File: src/rtl/sm83_pkg.sv
// Shared types and constants for the 8-bit CPU step block.
`default_nettype none
package sm83_pkg;
    localparam int AddrBits = 16;
    localparam logic [AddrBits-1:0] RomLimit = 16'h8000;
    localparam logic [15:0] SpReset = 16'hFFFE;

    localparam logic [7:0] FlagZ = 8'h80;
    localparam logic [7:0] FlagN = 8'h40;
    localparam logic [7:0] FlagH = 8'h20;
    localparam logic [7:0] FlagC = 8'h10;

    localparam logic [1:0] CfgWorkLow  = 2'd0;
    localparam logic [1:0] CfgWorkHigh = 2'd1;
    localparam logic [1:0] CfgHighLow  = 2'd2;
    localparam logic [1:0] CfgHighHigh = 2'd3;

    localparam logic [7:0] OpLdSpMem = 8'h08;
    localparam logic [7:0] OpStop    = 8'h10;
    localparam logic [7:0] OpJr      = 8'h18;
    localparam logic [7:0] OpJrNz    = 8'h20;
    localparam logic [7:0] OpJrZ     = 8'h28;
    localparam logic [7:0] OpJrNc    = 8'h30;
    localparam logic [7:0] OpJrC     = 8'h38;
    localparam logic [7:0] OpAddAB   = 8'h80;

    // one memory port, one access per cycle
    typedef enum logic [3:0] {
        ST_IDLE,
        ST_FETCH0,
        ST_FETCH1,
        ST_FETCH2,
        ST_DATA0,
        ST_DATA1,
        ST_EXEC,
        ST_WRITE0,
        ST_WRITE1,
        ST_DONE
    } state_t;

    // memory access request from the sequencer
    typedef struct packed {
        logic        wr_en;
        logic [15:0] addr;
        logic [7:0]  wdata;
    } mem_req_t;

    // 8-bit ALU operation codes
    typedef enum logic [2:0] {
        ALU_INC,
        ALU_DEC,
        ALU_ADD,
        ALU_ROT,
        ALU_DAA,
        ALU_CPL,
        ALU_SCF,
        ALU_CCF
    } alu_op_t;
endpackage
`default_nettype wire

File: src/rtl/sm83_alu.sv
// Shared 8-bit ALU: inc/dec, add, rotates, DAA and flag operations.
`default_nettype none
module sm83_alu (
    input  wire sm83_pkg::alu_op_t op,
    input  wire logic [1:0]        rot_sel,
    input  wire logic [7:0]        opa,
    input  wire logic [7:0]        opb,
    input  wire logic [7:0]        flags_in,
    output logic [7:0]             result,
    output logic [7:0]             flags_out
);
    logic [8:0] sum;
    logic [7:0] adj;
    logic       cy;
    logic       zf, nf, hf, cf;

    always_comb begin
        zf = flags_in[7];
        nf = flags_in[6];
        hf = flags_in[5];
        cf = flags_in[4];
        sum = 9'd0;
        adj = 8'd0;
        cy = cf;
        result = opa;
        case (op)
            sm83_pkg::ALU_INC: begin
                result = opa + 8'd1;
                zf = (result == 8'd0);
                nf = 1'b0;
                hf = (opa[3:0] == 4'hF);
            end
            sm83_pkg::ALU_DEC: begin
                result = opa - 8'd1;
                zf = (result == 8'd0);
                nf = 1'b1;
                hf = (opa[3:0] == 4'h0);
            end
            sm83_pkg::ALU_ADD: begin
                sum = {1'b0, opa} + {1'b0, opb};
                result = sum[7:0];
                zf = (result == 8'd0);
                nf = 1'b0;
                hf = ({1'b0, opa[3:0]} + {1'b0, opb[3:0]}) > 5'h0F;
                cf = sum[8];
            end
            sm83_pkg::ALU_ROT: begin
                case (rot_sel)
                    2'd0: begin cy = opa[7]; result = {opa[6:0], opa[7]}; end
                    2'd1: begin cy = opa[0]; result = {opa[0], opa[7:1]}; end
                    2'd2: begin cy = opa[7]; result = {opa[6:0], flags_in[4]}; end
                    default: begin cy = opa[0]; result = {flags_in[4], opa[7:1]}; end
                endcase
                zf = 1'b0;
                nf = 1'b0;
                hf = 1'b0;
                cf = cy;
            end
            sm83_pkg::ALU_DAA: begin
                if (!nf) begin
                    if (cf || opa > 8'h99) begin
                        adj = adj | 8'h60;
                        cy = 1'b1;
                    end
                    if (hf || opa[3:0] > 4'h9) begin
                        adj = adj | 8'h06;
                    end
                    result = opa + adj;
                end else begin
                    result = opa - (cf ? 8'h60 : 8'h00) - (hf ? 8'h06 : 8'h00);
                end
                zf = (result == 8'd0);
                hf = 1'b0;
                cf = cy;
            end
            sm83_pkg::ALU_CPL: begin
                result = ~opa;
                nf = 1'b1;
                hf = 1'b1;
            end
            sm83_pkg::ALU_SCF: begin
                nf = 1'b0;
                hf = 1'b0;
                cf = 1'b1;
            end
            sm83_pkg::ALU_CCF: begin
                nf = 1'b0;
                hf = 1'b0;
                cf = ~flags_in[4];
            end
            default: begin
                result = opa;
            end
        endcase
        flags_out = {zf, nf, hf, cf, 4'h0};
    end
endmodule
`default_nettype wire

File: config.mk
export PLATFORM = sky130hd
export DESIGN_NAME = sm83_alu
export DESIGN_NICKNAME = d
export VERILOG_FILES = /design/src/rtl/sm83_pkg.sv /design/src/rtl/sm83_alu.sv
export SDC_FILE = /design/constraint.sdc
export NUM_CORES = 1
export LEC_CHECK = 0
export ABC_AREA = 1
export ABC_CLOCK_PERIOD_IN_PS = 3930
export BUFFER_PORTS_ARGS = -buffer_cell sky130_fd_sc_hd__buf_4
export CAP_MARGIN = 20
export CORE_MARGIN = 8
export CORE_UTILIZATION = 30
export DETAILED_ROUTE_END_ITERATION = 8
export SYNTH_ARGS = -nofsm -noshare
export SYNTH_HDL_FRONTEND = slang
export SYNTH_SLANG_ARGS = --single-unit
File: constraint.sdc
create_clock -name vclk -period 3.93
set_input_delay 0.786 -clock vclk [all_inputs]
set_output_delay 0.786 -clock vclk [all_outputs]
set_load 0.01 [all_outputs]
==> impl_summary.txt, run 1 <==
----------------------------------------------------
[Power]
  VDD IR-drop max ... 58.7 uV
  Clock Power Share ... 0
  Power Density ... 128 nW/um2
  Reg power frac ... 0
  Combinational power share ... 1.000
  LEAKAGE ... 0.00133 uW
  Net switching fraction of the power ... 0.595
  Net Switching ... 191 uW
  Internal cell power ... 130 uW

[Global route]
  Global-route total usage across every layer ... 0.137
  Residual overflow from global routing ... 0
  M3 GR Usage ... 0.00846
  Met2 routing resource usage after global routing ... 0.252
  Via count of the first global-routing pass ... 2493
  Met1 GRT Util ... 0.165
  Global-route wire length before repair ... 11.4 mm
  Initial antenna violation count ... 0
  Most used routing layer ... met2
  Largest net degree at the start of global routing ... 16

[Placed design]
  Global placement routability congestion ... 0.886
  IO Port Bufs ... 37
  Dpl ws ... 0.0927 ns
  Placed Area ... 2420 um2
  Total half-perimeter wirelength after legalization and detailed placement ... 5.87 mm
  DP Cell Count ... 510

[Final layout]
  CLK BUF ... 0
  Sequential cell count of the final layout ... 0
  Net count of the finished layout ... 490
  Commonest cells after routing, fill and taps aside ... nand2_1 (127), buf_4 (48), inv_1 (45)
  Layout Cell Area excl Fill ... 2500 um2
  Area overhead of the layout relative to synthesis ... 20.7%
  Filler cell count ... 775
  Antenna diode count ... 0
  Most common cell after layout, fill and taps aside ... nand2_1
  Ratio of cells with drive above 1 in the final layout ... 0.190
  Area taken by flip-flops and latches ... 0 um2
  Non-filler cells, final ... 511
  Area of combinational cells with multiple inputs ... 1830 um2

[Hold path]
  Min-delay src ... flags_in[7]
  Min-Delay Path Depth ... 5
  Worst hold endpoint ... flags_out[7]
  Path class of the lowest-slack min-delay path ... in -> out

[Die]
  Die ar. ... 9820 um2
  I/O pin total ... 45
  Y dimension of the die ... 99.1 um
  # rows ... 30
  Core Region ... 6760 um2
  Initial core utilization ... 0.306
  Die Width ... 99.1 um

[STA]
  Setup_tns ... 0 ns
  Worst setup margin ... 0.225 ns
  Final clock period utilization by the worst path ... 0.943
  Post-route minimum period ... 3.71 ns
  Count of endpoints failing setup in the final report ... 0
  Final Hold Viols ... 0
  Final-report max-slew violation count ... 0
  Peak clock frequency supported by timing ... 0.270 GHz

[Synth]
  Instance count of the mapped netlist ... 398
  Post-Syn Area per Cell ... 5.20 um2
  Post-synth cell types ... 32
  Total of warnings raised by yosys ... 0
  Sequential area share after synthesis ... 0
  Area of the mapped netlist ... 2070 um2

[Setup path]
  Kind of end point of the critical path ... output pin
  Element type at the critical path start ... primary input
  Critical setup path kind ... in -> out
  Max Fanout on Critical Path ... 3
  Worst setup path startpoint ... opa[0]
  Data arrival, critical path ... 2.92 ns
  Critical path required time ... 3.14 ns

[Drt]
  Total number of vias ... 2621
  Routed wirelength normalized by instance count ... 13.7 um
  # DRC ... 0
  Via density ... 5.13
  Post-detailed-route count of antenna-violating nets ... 0
  1st-pass router iterations ... 4
  DRC marker count from the first detailed-route iteration ... 244
  Total Wirelength ... 7.02 mm

[Job]
  Max_cap viols ... 0

[Run status]
  Outcome ... completed

[Clock tree]
  Hold_buf cts ... 0

----------------------------------------------------
==> worst max-delay path, stage by stage <==
cell and delay (ns):
buf_4 0.11, inv_1 0.05, ha_2 0.18, o21ai_2 0.12, nand2_2 0.08, nand2_2 0.09
ha_4 0.14, fa_2 0.45, o22ai_4 0.18, buf_4 0.13, o22ai_1 0.07, a211oi_1 0.22
o211ai_1 0.14, buf_4 0.17
==> worst max path at each step <==
stage,endpoint,slack [ns],depth (start not counted)
floorplan,flags_out[7],0.19,18
global placement,flags_out[7],0.17,18
detailed placement,flags_out[7],0.09,18
CTS,flags_out[7],0.09,18
global route,flags_out[7],-0.004,18
finish,result[2],0.22,14
==> final cells by class <==
class / instances / area share
inverters: 55 / 0.0831
multi-input cells: 328 / 0.733
well taps: 80 / 0.0400
repair buffers: 48 / 0.144
==> power groups by stage <==
stage	sequential, uW	combinational, uW	clock (uW)
final	0	321	0
after floorplan	0	206	0
after global routing	0	360	0
after global placement	0	300	0
after detailed placement	0	304	0
after CTS	0	304	0
==> cells in the mapped netlist (all sizes together) <==
master,instances,share of area
a211oi,4,0.015
conb,1,0.0018
a221o,1,0.0048
or2,2,0.0060
o21ai,17,0.041
o22ai,6,0.018
xor2,4,0.017
inv,54,0.098
nand3b,3,0.011
nand3,43,0.11
a41oi,1,0.0042
xnor2,1,0.0042
clkinv,1,0.0024
buf,17,0.054
nand2,131,0.24
fa,2,0.019
ha,26,0.16
a21oi,15,0.036
o2111ai,2,0.0085
nor4,3,0.0091
nor2,50,0.10
nor3,1,0.0024
clkbuf,1,0.0018
nand4,5,0.015
a31oi,2,0.0060
o211ai,5,0.018
==> routing by layer <==
layer / up-vias / part of all wire
met4: 0 / 0.019
met3: 10 / 0.048
met1: 1172 / 0.43
met5: - / 0
met2: 80 / 0.50
li1: 1359 / -
==> cells by family (layout without fill, tap and decap cells) <==
| logic type | after synthesis | count (layout) | synth area share |
|---|---|---|---|
| XOR/XNOR | 5 | 5 | 0.0211 |
| AND/OR/NAND/NOR | 238 | 238 | 0.492 |
| buffers and inverters | 73 | 103 | 0.156 |
| adder cells (fa/ha/maj) | 28 | 28 | 0.176 |
| AO/OA/AOI/OAI | 53 | 53 | 0.152 |
| other | 1 | 4 | 0.00181 |
==> through the flow <==
stage	hold slack [ns]	power (uW)	utilization
after floorplan	1.72	206	-
after global placement	1.94	300	0.358
after detailed placement	1.93	304	0.358
after CTS	1.93	304	0.358
after global routing	1.95	360	0.370
final	1.92	321	0.370
==> repair_timing <==
action | CTS | global route
gates resized for setup | 0 | 16
endpoints found under the setup margin | 0 | 4
hold endpoints to repair | 0 | 0
setup buffers | 0 | 1
Power figures use the tool's default switching activity.
==> run 2: changes to the inputs <==
--- a/config.mk
+++ b/config.mk
@@ -9,9 +9,12 @@
 export ABC_CLOCK_PERIOD_IN_PS = 3930
 export BUFFER_PORTS_ARGS = -buffer_cell sky130_fd_sc_hd__buf_4
 export CAP_MARGIN = 20
+export CELL_PAD_IN_SITES_DETAIL_PLACEMENT = 0
+export CELL_PAD_IN_SITES_GLOBAL_PLACEMENT = 2
 export CORE_MARGIN = 8
-export CORE_UTILIZATION = 30
+export CORE_UTILIZATION = 28
 export DETAILED_ROUTE_END_ITERATION = 8
+export PLACE_DENSITY_LB_ADDON = 0.1
 export SYNTH_ARGS = -nofsm -noshare
 export SYNTH_HDL_FRONTEND = slang
 export SYNTH_SLANG_ARGS = --single-unit
==> run 2 against run 1 <==
Compared with the run above:
- first-iteration DRC count fell by 47%
- utilization fell by 1.8 points
- sequential share of layout area did not move
- non-clock buffer count rose by 2
- worst hold slack improved by 0.0023 ns
- die area rose by 6.0%
- via count fell by 3.3%
- flip-flop and latch count did not move
- global-route usage rose by 1.3 points
- critical path depth rose by 1
==> impl_summary.txt, run 2 (same netlist as run 1, synthesis figures left out) <==
----------------------------------------------------
[Run status]
  Outcome ... completed

[Final layout]
  Commonest cells after routing, fill and taps aside ... nand2_1 (127), buf_4 (50), inv_1 (45)
  Filler cell count ... 894
  CLK BUF ... 0
  Final Util ... 0.352
  Sequential cell count of the final layout ... 0
  Most common cell after layout, fill and taps aside ... nand2_1
  Area overhead of the layout relative to synthesis ... 22.6%
  Area taken by flip-flops and latches ... 0 um2
  Antenna diode count ... 0
  Ratio of cells with drive above 1 in the final layout ... 0.199
  Net count of the finished layout ... 492
  Layout Cell Area excl Fill ... 2540 um2

[Power]
  Clock Power Share ... 0
  Net Switching ... 194 uW
  Reg power frac ... 0
  Net switching fraction of the power ... 0.597
  Combinational power share ... 1.000
  VDD IR-drop max ... 47.6 uV
  Power Density ... 128 nW/um2
  LEAKAGE ... 0.00134 uW
  Internal cell power ... 131 uW

[Clock tree]
  Hold_buf cts ... 0

[Global route]
  Via count of the first global-routing pass ... 2466
  Initial antenna violation count ... 0
  Residual overflow from global routing ... 0
  Global-route wire length before repair ... 12.6 mm
  Largest net degree at the start of global routing ... 16
  Global-route total usage across every layer ... 0.149

[STA]
  Final-report max-slew violation count ... 0
  Post-route minimum period ... 3.79 ns
  Final Hold Viols ... 0
  Final clock period utilization by the worst path ... 0.964
  Peak clock frequency supported by timing ... 0.264 GHz
  Count of endpoints failing setup in the final report ... 0
  Post-Route Hold Slack ... 1.92 ns

[Setup path]
  Cells along the critical path ... buf_4 -> inv_1 -> ha_2 -> o21ai_2 -> nand2_2 -> nand2_2 -> ha_4 -> fa_2 -> o22ai_2 -> buf_4 -> buf_4 -> o22ai_1 -> a211oi_1 -> o211ai_1 -> buf_4
  Critical-path top delay cell ... fa_2
  Dominant cell type by count on the critical path ... buf_4
  Data arrival, critical path ... 3.00 ns
  Number of logic stages on the critical path including buffering ... 15
  Element type at the critical path start ... primary input
  Critical path required time ... 3.14 ns
  Critical setup path kind ... in -> out
  Buffering stage count on the worst path with inverters included ... 5
  Kind of end point of the critical path ... output pin
  Peak per-stage delay on the critical path ... 0.43 ns
  Largest delay contributor family on the critical path ... adder cells
  Max Fanout on Critical Path ... 6

[Placed design]
  Total half-perimeter wirelength after legalization and detailed placement ... 6.58 mm
  Placed Area ... 2450 um2
  IO Port Bufs ... 37
  Global placement routability congestion ... 0.886

[Die]
  Die ar. ... 10400 um2
  Die Width ... 102 um
  # rows ... 31
  Y dimension of the die ... 102 um
  Initial core utilization ... 0.287
  Core Region ... 7210 um2
  I/O pin total ... 45

[Drt]
  Via density ... 4.77
  Total number of vias ... 2535
  DRC marker count from the first detailed-route iteration ... 129
  Total Wirelength ... 7.73 mm
  # DRC ... 0
  Routed wirelength normalized by instance count ... 14.5 um
  1st-pass router iterations ... 4
  Post-detailed-route count of antenna-violating nets ... 0

[Hold path]
  Min-Delay Path Depth ... 5
  Path class of the lowest-slack min-delay path ... in -> out

[Job]
  Max_cap viols ... 0

----------------------------------------------------
run 2: cell count changes in the layout (fill, tap and decap cells not counted):
cell | previous run | this run
ha_2 | 1 | 2
ha_1 | 22 | 21
nand3_1 | 42 | 41
nand3_2 | 0 | 1
buf_4 | 48 | 50
o22ai_4 | 1 | 0
o22ai_2 | 0 | 1
run 2: layout make-up:
| class | instances | area (um2) | share of cell area |
|---|---|---|---|
| Multi-Input combinational cell | 328 | 1830 | 0.722 |
| Inverter | 55 | 208 | 0.0818 |
| Timing Repair Buffer | 50 | 375 | 0.148 |
| Tap cell | 99 | 124 | 0.0488 |
run 2: worst min-delay path, delay by kind of cell:
| family | cells | cell delay (ns) |
|---|---|---|
| buffers and inverters | 3 | 0.23 |
| and+or+nand+nor | 2 | 0.13 |
run 2: per-layer routing:
layer / GRT usage / up-vias / share of wire
met4: 0.00677 / 0 / 0
met1: 0.231 / 1118 / 0.53
met2: 0.224 / 60 / 0.41
met5: 0 / - / 0
met3: 0.0136 / 0 / 0.056
li1: - / 1357 / -
run 2: power by group through the flow:
stage                     sequential (uW)  clock (uW)  combinational, uW
after detailed placement                0           0                311
after global routing                    0           0                373
after global placement                  0           0                311
after floorplan                         0           0                206
after CTS                               0           0                312
final                                   0           0                326
run 2: path summary, 6_finish.rpt:
path	startpoint	endpoint	slack, ns
worst min-delay path	flags_in[7]	flags_out[7]	1.92
worst max-delay path	opa[0]	result[2]	0.14
run 2: timing repair:
action	4_1_cts	5_1_grt
resized for setup	0	16
setup endpoints to repair	0	3
setup buffers	0	2
run 2: through the flow:
stage                     power [uW]  TNS [ns]  std cells  worst slack [ns]
after CTS                        312         0        530            0.0663
final                            326         0        532             0.141
after detailed placement         311         0        530            0.0574
after global routing             373   -0.0278        532           -0.0257
after global placement           311         0        530            0.0783
after floorplan                  206         0        401             0.186
